--- config.mk ---
export PLATFORM = sky130hd
export DESIGN_NAME = vn_div
export DESIGN_NICKNAME = d
export VERILOG_FILES = /design/src/rtl/vn_pkg.sv /design/src/rtl/vn_div.sv
export SDC_FILE = /design/constraint.sdc
export NUM_CORES = 2
export LEC_CHECK = 0
export ABC_AREA = 0
export BUFFER_PORTS_ARGS = -buffer_cell sky130_fd_sc_hd__buf_4
export CORE_ASPECT_RATIO = 1.2
export CORE_UTILIZATION = 25
export DETAILED_ROUTE_END_ITERATION = 8
export PLACE_DENSITY = 0.37
export SETUP_SLACK_MARGIN = 0.02
export SLEW_MARGIN = 20
export SYNTH_ARGS = -nofsm -noshare
export SYNTH_HDL_FRONTEND = slang
export SYNTH_SLANG_ARGS = --single-unit
--- constraint.sdc ---
create_clock -name clk -period 3.9 [get_ports clk]
set_input_delay 0.39 -clock clk [delete_from_list [all_inputs] [get_ports clk]]
set_output_delay 0.39 -clock clk [all_outputs]
set_load 0.02 [all_outputs]
--- src/rtl/vn_pkg.sv ---
// Package with shared constants and types of the vector normalizer.
package vn_pkg;

    // Default sizes of the components and of the result fraction.
    localparam int unsigned DefComponentBits  = 16;
    localparam int unsigned DefResultFracBits = 15;

    // Side information that travels alongside the arithmetic lanes.
    typedef struct packed {
        logic [3:0] neg;
        logic       zero;
        logic       last;
    } vn_side_t;

endpackage

--- src/rtl/vn_div.sv ---
// Pipelined restoring divider: floor(sq * 2^(2*FB) / sum), one quotient bit per stage.
module vn_div
    import vn_pkg::*;
#(
    parameter int unsigned CB = DefComponentBits,
    parameter int unsigned FB = DefResultFracBits
)
(
    input  logic                clk,
    input  logic                en,
    input  logic [2*CB-1:0]     sq,
    input  logic [2*CB:0]       sum,
    output logic [2*FB:0]       quot
);

    localparam int unsigned SW = 2 * CB + 1;
    localparam int unsigned QW = 2 * FB + 1;

    logic [SW-1:0] r_w [0:QW];
    logic [SW-1:0] d_w [0:QW];
    logic [QW-1:0] q_w [0:QW];

    // The dividend is sq shifted up by 2*FB; its upper part seeds the remainder.
    assign r_w[0] = SW'(sq >> 1);
    assign d_w[0] = sum;
    assign q_w[0] = '0;

    genvar k;
    generate
        for (k = 0; k < QW; k++) begin : g_stage
            logic [SW:0]   rs;
            logic          ge;
            logic [SW:0]   rn;
            logic [SW-1:0] r_reg;
            logic [SW-1:0] d_reg;
            logic [QW-1:0] q_reg;

            // Bring down the next dividend bit, then try the subtraction.
            assign rs = {r_w[k], (k == 0) ? sq[0] : 1'b0};
            assign ge = (rs >= {1'b0, d_w[k]});
            assign rn = ge ? (rs - {1'b0, d_w[k]}) : rs;

            always_ff @(posedge clk)
            begin
                if (en)
                begin
                    r_reg <= rn[SW-1:0];
                    d_reg <= d_w[k];
                    q_reg <= {q_w[k][QW-2:0], ge};
                end
            end

            assign r_w[k+1] = r_reg;
            assign d_w[k+1] = d_reg;
            assign q_w[k+1] = q_reg;
        end
    endgenerate

    assign quot = q_w[QW];

endmodule

After elaboration in Yosys (flattened, before gate mapping):

Index checks and enable logic that the tools add are counted.

* add/subtract/negate cells: 30
* multiplexer cells: 30
* order comparisons: 31

Operators by type and width (count)
* 34-bit by 33-bit greater-or-equal comparator with 1-bit output: 30
* 33-bit 2-to-1 mux: 29
* 33-bit subtractor: 29
* 32-bit by 33-bit greater-or-equal comparator with 1-bit output: 1
* 32-bit by 33-bit subtractor with 33-bit output: 1
* 32-bit 2-to-1 mux: 1

* register bits after elaboration: 2476

Logic depth before layout (Yosys ltp):

* word-level depth: 2
* gate-level depth with buffers: 16
* mapped depth without buffers: 15

Worst setup path before layout:

No wires, ideal clock.

* path kind: reg2reg
* start point: register g_stage[16].d_reg[0]
* end point: register g_stage[17].r_reg[27] (data pin)
* arrival: 3.349 ns
* library setup time: 0.260 ns
* buffers on the path: 1
* cell stages (with the launch flop): 15
* setup slack: 0.291 ns
* data required time: 3.640 ns
* clock period less this slack: 3.609 ns
* path through: edfxtp_1 -> fa_1 -> nand2b_1 -> a21boi_0 -> o21ai_0 -> a31oi_1 -> a31oi_1 -> o2111ai_1 -> a21oi_1 -> o21ai_1 -> a21o_1 -> a21oi_2 -> o31ai_4 -> buf_4 -> mux2_2

* cells in the longest elaborated chain, start to end: 2
* elaborated cells on any way between the ends: 3
* classes of those cells: add/sub (1); order compare (1); mux (1)

RTL lines
* start: declaration: RTL line vn_div.sv:35 `logic [SW-1:0] d_reg;`
* start signal: assignment: RTL line vn_div.sv:48 `d_reg <= d_w[k];`
* 34-bit by 33-bit greater-or-equal comparator with 1-bit output: RTL line vn_div.sv:40 `assign ge = (rs >= {1'b0, d_w[k]});`
* named net g_stage[17].ge: RTL line vn_div.sv:32 `logic ge;`
* 33-bit 2-to-1 mux: RTL line vn_div.sv:41 `assign rn = ge ? (rs - {1'b0, d_w[k]}) : rs;`
* named net g_stage[17].rn[27]: RTL line vn_div.sv:33 `logic [SW:0] rn;`
* end signal: assignment: RTL line vn_div.sv:47 `r_reg <= rn[SW-1:0];`
* end: declaration: RTL line vn_div.sv:34 `logic [SW-1:0] r_reg;`

The timed path passes the listed nets, and every way through them passes these cells.
A chain may end at the register's enable or synchronous reset.

Final worst setup path:

* start point: register g_stage[22].d_reg[1]
* end point: register g_stage[23].r_reg[31] (data pin)

* cells in the longest elaborated chain, start to end: 2
* elaborated cells on any way between the ends: 3
* classes of those cells: add/sub (1); order compare (1); mux (1)

RTL lines (RTL line)
* start: declaration: vn_div.sv:35
* start signal: assignment: vn_div.sv:48
* 33-bit subtractor / 34-bit by 33-bit greater-or-equal comparator with 1-bit output (equally long branches): vn_div.sv:41, vn_div.sv:40
* 33-bit 2-to-1 mux *: vn_div.sv:41
* named net g_stage[23].rn[31]: vn_div.sv:33
* end signal: assignment: vn_div.sv:47
* end: declaration: vn_div.sv:34

The timed path passes the listed nets; every way through them passes the cells marked *.

==> flow_summary.json <==
{
  "hold_viol": 0,
  "slew_viol_final": 0,
  "ant_nets": 0,
  "seq_area_frac_synth_pct": 54.11,
  "ys_types": 92,
  "postSynthRegisterBits": 2476,
  "critical_path_class": "flop to flop",
  "initial_core_util_pct": 25.15,
  "synth-main-ff-cell": "edfxtp_1",
  "fp-row-count": 297,
  "fin_skew_ns": 0.08603,
  "cts.sinks": 2476,
  "clk_path_buf_depth": 4,
  "syn_inst": 12230,
  "grt_max_degree": 156,
  "hp-start": "sum[25]",
  "boundaryPins": 98,
  "grt_first_pass_wirelength_um": 601300,
  "drt_first_iter_violations": 4217,
  "dieWidth_um": 678.8,
  "leakagePower_uw": 0.06816,
  "die_h_um": 814.1,
  "drt-total-wl_um": 406900,
  "rsz0062_at_grt": "true",
  "drc": 0,
  "p_total_uw": 144300,
  "fp.coreArea_um2": 546300,
  "max_cap_violations": 0,
  "synth.avg_cell_area_um2": 11.24,
  "worstSetupStartpoint": "g_stage[22].d_reg[1]",
  "setup_viol": 0,
  "vdd_drop_max_uv": 398.2,
  "fin_hold_ws_ns": 0.1348,
  "first_pass_iters": 5,
  "tightest_slew_ns": 1.145,
  "dp.cells": 20160,
  "startpoint_type": "flop",
  "drive_above_1_share_pct": 15.72,
  "syn-cell-area_um2": 137400,
  "met3_length_um": 9711,
  "fillCellCount": 56170,
  "cts_root_buf": "clkbuf_16",
  "cts_tree": "yes",
  "fin_crit_ns": 3.890,
  "status": "complete, no violations",
  "dp_hpwl_um": 317300,
  "async_reset_ff_share_pct": 0,
  "route.vias.total": 93610,
  "vias_per_cell": 4.481,
  "clkTransAtPathRegs_ns": 0.06,
  "place.port_buffers": 97,
  "die_area_um2": 552600,
  "grt_pass1_vias": 98200,
  "highest_layer": "met4",
  "wirelength_met1_um": 142400,
  "power.density_nw_per_um2": 862.8,
  "place.gp.congestion": 0.8145,
  "finalNetCount": 14570,
  "relSlewSlack_pct": 23.66,
  "stdcell_count": 20890,
  "area_delta_synth_final_pct": 21.73,
  "worstSetupEndpointType": "flop",
  "wl_per_cell_um": 19.48,
  "gr-usage-all-layers_pct": 14.26,
  "period_share_pct": 99.73,
  "path_max_fanout": 3,
  "fin_tns_setup_ns": 0,
  "synth_edf_count": 2476,
  "hp-class": "primary input to flop",
  "cts.htree.levels": 5,
  "regArea_um2": 74350,
  "met2_length_um": 234700,
  "numCtsBuffers": 316,
  "grt_antenna_before_repair": 10,
  "multi_input_area_um2": 58690,
  "syn_nets": 13350,
  "cp_data_arrival_time_ns": 4.56,
  "yosysWarnings": 0,
  "grt-ovfl-total": 0,
  "fmax_ghz": 0.2571,
  "insertion_delay_ns": 1.00,
  "worst_r2r_startpoint": "g_stage[22].d_reg[1]",
  "required_ns": 4.57
}
[repair_timing]
item / 4_1_cts / 5_1_grt
resized for setup: 110 / 242
hold endpoints to repair: 87 / 0
endpoints found under the setup margin: 372 / 545
gates cloned: 4 / 7
hold buffers: 68 / 0
pin swaps: 31 / 105
buffers inserted: 20 / 49
[cell usage in the layout (no fill, tap or decap), types with 116 or more instances in the layout]
cell          n
nand3_1     176
xor2_1      356
a21oi_1    1043
inv_1      1277
nor2b_1     184
o21a_1      116
nand4_1     136
xnor2_1     504
nor3_1      119
a21o_1      515
o21bai_1    139
edfxtp_1   2476
nand2_1     867
nor2_1      691
nand2b_1    171
mux2_2      254
o21ai_0     792
buf_4      1003
clkbuf_16   330
ha_1       1010
[per-layer routing]
layer	GRT usage, %	vias to the layer above
met3	1.626	660
li1	-	46920
met1	13.53	44970
met5	0	-
met4	6.132	0
met2	30.02	1054
[worst max-delay path, cell delays in order (launching register included)]
cell	delay, ns
edfxtp_1	0.39
inv_1	0.06
ha_1	0.31
nor2b_4	0.14
o21bai_1	0.20
a21boi_2	0.11
o21ai_1	0.13
buf_4	0.17
nor2_4	0.05
o41a_1	0.35
o41a_1	0.44
or4_4	0.55
a31oi_4	0.20
buf_6	0.15
o21ai_2	0.06
xnor2_1	0.16
o21ai_1	0.10
[Yosys cell counts (all sizes together), types with 52 or more instances]
cell	instances	area share, %
nor2b	188	0.86
and3	75	0.34
ha	1021	9.3
a211oi	53	0.30
o21bai	144	0.79
nand2b	173	0.79
nor2	700	1.9
nor3	127	0.47
o31ai	61	0.36
mux2	285	2.3
inv	1285	3.5
edfxtp	2476	54
o21ai	881	3.2
nand2	869	2.4
a21o	515	2.8
buf	58	0.22
a31oi	97	0.44
xnor2	505	3.2
nand3	184	0.67
o21a	116	0.63
a21oi	1086	4.0
xor2	357	2.3
nand4	136	0.62
and2	52	0.24
clkbuf	212	0.58
[kinds of logic (layout without fill, tap and decap cells)]
logic type,after synthesis,in the layout,share of synthesized area (%)
flops,2476,2476,54.11
buf+inv,1555,3024,4.311
mux,298,298,2.430
other cells,0,14,0
simple gates,2688,2688,9.214
fa+ha+maj,1051,1051,9.734
xor+xnor,862,862,5.495
compound gates,3299,3299,14.70
[final cells by class]
class,count,area share (%)
Antenna cell,14,0.02095
Clock buffer,377,4.954
Clock inverter,191,1.154
Inverter,1285,2.884
Multi-Input combinational cell,8198,35.09
Sequential cell,2476,44.45
Tap cell,7176,5.368
Timing Repair Buffer,1171,6.074
[path summary, 6_finish.rpt]
kind | to | slack (ns) | cells after the start
min reg2reg | g_stage[22].q_reg[5] | 0.38 | 0
max reg2reg | g_stage[23].r_reg[31] | 0.01 | 16
min | g_stage[0].d_reg[25] | 0.13 | 2
max | g_stage[23].r_reg[31] | 0.01 | 16
[where the power goes]
group,internal (uW),switching [uW]
Clock,17000,12300
Sequential,39800,5200
Combinational,32200,37900
Total,89000,55300
[through the flow]
stage | setup slack (ns) | instance area [um2] | utilization, %
final | 0.01040 | 167300 | 30.62
after global routing | -0.1323 | 167200 | 30.62
after CTS | 0.01079 | 165700 | 30.33
after detailed placement | -0.4885 | 154000 | 28.20
after global placement | -0.5325 | 154000 | 28.20
after floorplan | 0.2908 | 137400 | -
(Power assumes the default switching activity.)
