===== src/rtl/vn_pkg.sv =====
// Package with shared constants and types of the vector normalizer.
package vn_pkg;

    // Default sizes of the components and of the result fraction.
    localparam int unsigned DefComponentBits  = 16;
    localparam int unsigned DefResultFracBits = 15;

    // Side information that travels alongside the arithmetic lanes.
    typedef struct packed {
        logic [3:0] neg;
        logic       zero;
        logic       last;
    } vn_side_t;

endpackage


===== src/rtl/vn_sqrt.sv =====
// Pipelined integer square root, one result bit per stage, shifts and subtracts only.
module vn_sqrt
    import vn_pkg::*;
#(
    parameter int unsigned FB = DefResultFracBits
)
(
    input  logic            clk,
    input  logic            en,
    input  logic [2*FB:0]   n,
    output logic [FB:0]     root
);

    localparam int unsigned RW = 2 * FB + 2;

    logic [RW-1:0] rem_w [0:FB+1];
    logic [FB:0]   q_w   [0:FB+1];

    assign rem_w[0] = {1'b0, n};
    assign q_w[0]   = '0;

    genvar k;
    generate
        for (k = 0; k <= FB; k++) begin : g_stage
            localparam int unsigned B = FB - k;
            logic [RW-1:0] d;
            logic          ge;
            logic [RW-1:0] rem_reg;
            logic [FB:0]   q_reg;

            // (q + 2^B)^2 - q^2 = q * 2^(B+1) + 2^(2B); lower bits of q are still zero.
            assign d  = (RW'(q_w[k]) << (B + 1)) | (RW'(1) << (2 * B));
            assign ge = (rem_w[k] >= d);

            always_ff @(posedge clk)
            begin
                if (en)
                begin
                    rem_reg <= ge ? (rem_w[k] - d) : rem_w[k];
                    q_reg   <= ge ? (q_w[k] | ((FB+1)'(1) << B)) : q_w[k];
                end
            end

            assign rem_w[k+1] = rem_reg;
            assign q_w[k+1]   = q_reg;
        end
    endgenerate

    assign root = q_w[FB+1];

endmodule

===== config.mk =====
export PLATFORM = sky130hd
export DESIGN_NAME = vn_sqrt
export DESIGN_NICKNAME = d
export VERILOG_FILES = /design/src/rtl/vn_pkg.sv /design/src/rtl/vn_sqrt.sv
export SDC_FILE = /design/constraint.sdc
export NUM_CORES = 1
export LEC_CHECK = 0
export ABC_AREA = 1
export BUFFER_PORTS_ARGS = -buffer_cell sky130_fd_sc_hd__buf_2
export CORE_UTILIZATION = 65
export DETAILED_ROUTE_END_ITERATION = 12
export PLACE_DENSITY = 0.82
export RECOVER_POWER = 25
export SLEW_MARGIN = 10
export SYNTH_ARGS = -nofsm -noshare
export SYNTH_HDL_FRONTEND = slang
export SYNTH_SLANG_ARGS = --single-unit

===== constraint.sdc =====
create_clock -name clk -period 3.98 [get_ports clk]
set_input_delay 0 -clock clk [delete_from_list [all_inputs] [get_ports clk]]
set_output_delay 0 -clock clk [all_outputs]
set_load 0.1 [all_outputs]

* Word level (Yosys, flattened, before mapping)
Cells that the tools add are included.
** Word-level totals
- Bits in registers :: 736
- Input port bits :: 33
- Output and inout port bits :: 16
- Logic and storage cells :: 94
** Cells by class
- Add/sub/neg operators :: 15
- $lt $le $gt $ge :: 16
- Muxes and demuxes :: 16
** Operator list (count)
- 32-bit 2-to-1 mux :: 14
- 32-bit by 17-bit greater-or-equal comparator with 1-bit output :: 1
- 32-bit by 18-bit greater-or-equal comparator with 1-bit output :: 1
- 32-bit by 19-bit greater-or-equal comparator with 1-bit output :: 1
- 32-bit by 20-bit greater-or-equal comparator with 1-bit output :: 1
- 32-bit by 21-bit greater-or-equal comparator with 1-bit output :: 1
- 32-bit by 22-bit greater-or-equal comparator with 1-bit output :: 1
- 32-bit by 23-bit greater-or-equal comparator with 1-bit output :: 1
- 32-bit by 24-bit greater-or-equal comparator with 1-bit output :: 1
- 32-bit by 25-bit greater-or-equal comparator with 1-bit output :: 1
- 32-bit by 26-bit greater-or-equal comparator with 1-bit output :: 1
- 32-bit by 27-bit greater-or-equal comparator with 1-bit output :: 1
- 32-bit by 28-bit greater-or-equal comparator with 1-bit output :: 1
- 32-bit by 29-bit greater-or-equal comparator with 1-bit output :: 1
- 32-bit by 30-bit greater-or-equal comparator with 1-bit output :: 1
- 32-bit by 31-bit greater-or-equal comparator with 1-bit output :: 1
- 31-bit by 31-bit subtractor with 32-bit output, second input constant :: 1
- 32-bit by 18-bit subtractor with 32-bit output :: 1
- 32-bit by 19-bit subtractor with 32-bit output :: 1
- 32-bit by 20-bit subtractor with 32-bit output :: 1
- 32-bit by 21-bit subtractor with 32-bit output :: 1
- 32-bit by 22-bit subtractor with 32-bit output :: 1
- 32-bit by 23-bit subtractor with 32-bit output :: 1
- 32-bit by 24-bit subtractor with 32-bit output :: 1
- 10 further kinds :: 10

* Longest topological paths before layout
- Depth after elaboration :: 2
- Gate-level depth with buffers :: 14
- Depth with buffers taken out :: 14

* Worst setup path after synthesis
OpenSTA, ideal clock, no wires.
- Path type :: register to register
- Start :: reg g_stage[13].rem_reg[16]
- End :: reg g_stage[14].rem_reg[7] (data pin)
- Library setup time :: 0.252 ns
- Arrival :: 1.686 ns
- Required time :: 3.728 ns
- Setup slack :: 2.041 ns
- Cell stages (with the launch flop) :: 11
- Buffers on the path :: 1
- Period minus slack after synthesis :: 1.939 ns
- Path through :: edfxtp_1 ha_1 nand2_1 nor2_2 nand2_2 inv_2 a21oi_2 nand3_4 buf_4 nand2_1 nand2_1
** Between the ends
- Cells in the longest elaborated chain, start to end :: 2
** RTL lines
- start, declared :: RTL line vn_sqrt.sv:28 : logic [RW-1:0] rem_reg;
- start signal, assigned :: RTL line vn_sqrt.sv:39 : rem_reg <= ge ? (rem_w[k] - d) : rem_w[k];
- 32-bit by 18-bit greater-or-equal comparator with 1-bit output :: RTL line vn_sqrt.sv:33 : assign ge = (rem_w[k] >= d);
- named net g_stage[14].ge :: RTL line vn_sqrt.sv:27 : logic ge;
- 32-bit 2-to-1 mux :: RTL line vn_sqrt.sv:39
- end signal, assigned :: RTL line vn_sqrt.sv:39
- end, declared :: RTL line vn_sqrt.sv:28
The timed path passes the listed nets, and every way through them passes these cells.
A chain may end at the register's enable or synchronous reset.

* Final worst setup path
- Start :: reg g_stage[12].q_reg[3]
- End :: reg g_stage[13].rem_reg[17] (data pin)
** Between the ends
- Cells in the longest elaborated chain, start to end :: 2
- Elaborated cells on any way between the ends :: 3
- Classes of those cells :: add/sub: 1; order compare: 1; mux: 1
** RTL lines
- start, declared :: RTL line vn_sqrt.sv:29 : logic [FB:0] q_reg;
- start signal, assigned :: RTL line vn_sqrt.sv:40 : q_reg <= ge ? (q_w[k] | ((FB+1)'(1) << B)) : q_w[k];
- 32-bit by 19-bit greater-or-equal comparator with 1-bit output :: RTL line vn_sqrt.sv:33
- named net g_stage[13].ge :: RTL line vn_sqrt.sv:27
- 32-bit 2-to-1 mux :: RTL line vn_sqrt.sv:39
The timed path passes the listed nets, and every way through them passes these cells.

==> summary.md <==
| Metric | Value |
|---|---|
| Status | `completed` |
| Chip height | `230 um` |
| Worst-path clk slew | `60 ps` |
| Num rows | `83` |
| Max incr delay on CP | `570 ps` |
| Drt wl/cell | `about 18 um` |
| First-pass GRT wire length | `between 100000 and 150000 um` |
| GPL Wtd Cong | `between 0.9 and 1` |
| Top-area cell type share of the netlist area | `55.0%` |
| CTS H-tree depth | `3` |
| Post-synth top area cell | `edfxtp_1` |
| Relative slew margins | `around two fifths` |
| Yosys cell types | `54` |
| CP Data Required Time | `4360 ps` |
| Vias after detailed routing | `25400` |
| Sequential area share after synthesis | `between 50% and 60%` |
| Via-to-Cell Ratio | `5.62` |
| Io pins | `49` |
| Async SR Flop Fraction | `0%` |
| Clk buf depth | `3` |
| CP cell instances | `inv_1 > ha_1 > nand3_1 > nand3_2 > nand2_1 > nand2_1 > nand2_1 > nand2_1 > nor2_8 > inv_1 > nand2_1 > nand2_1` |
| IR drop worst, VDD | `0.455 mV` |
| Max cap viols | `0` |
| Drt first pass iters | `6` |
| Gr usage total | `about a third` |
| Crit path kind | `reg2reg` |
| Largest register FFs | `480` |
| Max Clk Rate | `approximately 350 MHz` |
| Buf+Inv Stages, Crit Path | `2` |
| CP delay by family, top | `simple AND/OR/NAND/NOR gates` |
| Critical path depth | `12` |
| Largest net degree at the start of global routing | `100` |
| Hold depth | `2` |
| Syn_area_per_cell | `9.22 um2` |
| Grt total ovfl | `0` |
| Layout cell share with drive strength beyond 1 | `8.45%` |
| CTS tree | `done` |
| DR iter-0 viols | `2756` |
| Final setup fails | `0` |
| Clock skew | `about 30 ps` |
| Die width | `230 um` |
| Hold Crit Class | `in2reg` |
| Flops & latches, synth | `616` |
| Die area | `~53000 um2` |
| Vias in the first global route | `24300` |
| Post-route ant nets | `0` |
| Crit path top cell by count | `nand2_1` |
| Hold Fails Final Rpt | `0` |
| Layout Nets | `3968` |
| Worst reg2reg path depth | `12` |
| PostCTS Resize Cnt | `0` |
| # DRC | `0` |
| Critical Path Fanout Max | `37` |
| Initial core utilization | `between 60 and 70%` |
| Synth top area cells | `edfxtp_1, nand2_1, inv_1, ha_1, nor2_1` |
| Core area | `51200 um2` |
| CTS root buf | `clkbuf_16` |
| Startpoint Class | `register` |
| Later-pin clock latency in the skew report | `630 ps` |
| Leakage power | `16.3 nW` |
| Ant diodes | `0` |
| Tmin final | `2820 ps` |
| Synth Cell Area | `about 34000 um2` |
| RSZ-0062 raised after global routing | `no` |
| Setup_tns | `0 ps` |
| HPWL Detailed | `around 61000 um` |
| Fin. max-slew vios | `0` |
| CP arrival | `3200 ps` |
| Final WL | `82500 um` |
| Synth-to-Final Area Change | `10.7%` |
| PD cells | `515 nW/um2` |
| Crit. End Element | `register` |
| Setup WS post-layout | `around 1200 ps` |
| Slowest-stage cell, CP | `nor2_8` |
| PortBufs | `between 40 and 50` |
| Initial antenna violation count | `0` |
| Clk sinks | `616` |
| Mapped Cells | `3649` |
| Worst Tran Pin Value | `around 900 ps` |
| Synth Warn # | `0` |
| Setup slack at placement | `approximately 1200 ps` |
| Number of enable flip-flop cells after synthesis | `616` |
| Num CTS Buffers | `66` |
| Most used DFF post-synth | `edfxtp_1` |
| Crit share post-route | `70.9%` |
-- worst register-to-register path, delay by kind of cell, from the launching register on --
kind                       cells  cell delay, ps
adders and majority gates      1             360
and+or+nand+nor                9            1410
buffers and inverters          2             290
DFF                            1             540
-- area by class of cell --
| type | instances | area [um2] |
|---|---|---|
| inverters | 575 | 2170 |
| repair buffers | 93 | 737 |
| flip-flops and latches | 616 | 18500 |
| clock buffers | 75 | 1710 |
| fillers | 3678 | 14000 |
| clock inverters | 42 | 546 |
| multi-input cells | 2435 | 12700 |
| well taps | 680 | 851 |
-- power breakdown --
part | total (mW) | leakage, nW | internal (mW) | switching (mW)
Clock | 6.41 | 1.10 | 3.77 | 2.64
Combinational | 4.06 | 9.31 | 1.39 | 2.67
Sequential | 8.72 | 5.91 | 8.12 | 0.600
-- stage by stage --
stage | hold slack (ps) | total power [mW] | instance area [um2] | cells | utilization, %
floorplan | 98.9 | 11.5 | 33600 | 3650 | -
global placement | 176 | 12.7 | 34700 | 4367 | 67.7
detailed placement | 178 | 12.7 | 34700 | 4367 | 67.7
CTS | 55.7 | 19.1 | 37200 | 4516 | 72.8
global route | 75.9 | 20.0 | 37200 | 4516 | 72.7
finish | 86.7 | 19.2 | 37200 | 4516 | 72.7
-- synthesized netlist by cell type, types with 27 or more instances --
library cell and count:
ha_1 148, nand3b_1 39, o21ai_0 72, edfxtp_1 616, o21ai_2 35, nor3_1 39
nor2_1 358, a21oi_1 119, nand2_1 1060, xnor2_1 47, nand4_1 63, inv_1 561
a21oi_2 41, xor2_1 58, nand3_1 203, nand2_2 27
-- path summary, 6_finish.rpt --
path	slack, ps	from	endpoint
max	1160	g_stage[12].q_reg[3]	g_stage[13].rem_reg[17]
max reg2reg	1160	g_stage[12].q_reg[3]	g_stage[13].rem_reg[17]
min reg2reg	440	g_stage[10].rem_reg[7]	g_stage[11].rem_reg[7]
min	90	n[29]	g_stage[0].rem_reg[29]
-- what timing repair did --
item	4_1_cts	5_1_grt
hold buffers	32	0
buffers inserted	0	0
endpoints found under the hold margin	119	0
-- per-layer routing --
layer  global-route usage, %  vias up  wire (um)
li1                        -    12300          -
met1                    41.7    11800      33700
met2                    53.3     1044      40000
met3                    4.83      192       5710
met4                    12.3        0       3070
met5                       0        -          0
-- placed cells by master (no fill, tap or decap), types with 27 or more instances in the layout --
master / synthesis / routed
xnor2_1: 47 / 47
ha_1: 148 / 148
o21ai_2: 35 / 35
dlygate4sd3_1: 0 / 32
o21ai_0: 72 / 72
nor3_1: 39 / 39
nand2_1: 1060 / 1060
nand2_2: 27 / 27
a21oi_1: 119 / 119
nand3b_1: 39 / 39
xor2_1: 58 / 58
inv_1: 561 / 561
nand3_1: 203 / 203
nor2_1: 358 / 358
clkbuf_16: 0 / 67
a21oi_2: 41 / 41
edfxtp_1: 616 / 616
nand4_1: 63 / 63
buf_2: 3 / 42
-- kinds of logic after synthesis --
group | share of synthesized area, %
buffers and inverters | 7.19
flip-flops | 55.0
XOR/XNOR | 2.73
AND/OR/NAND/NOR | 23.9
adder cells (fa/ha/maj) | 5.50
AO/OA/AOI/OAI | 5.67
other | 0.0111
(Power assumes the default switching activity.)
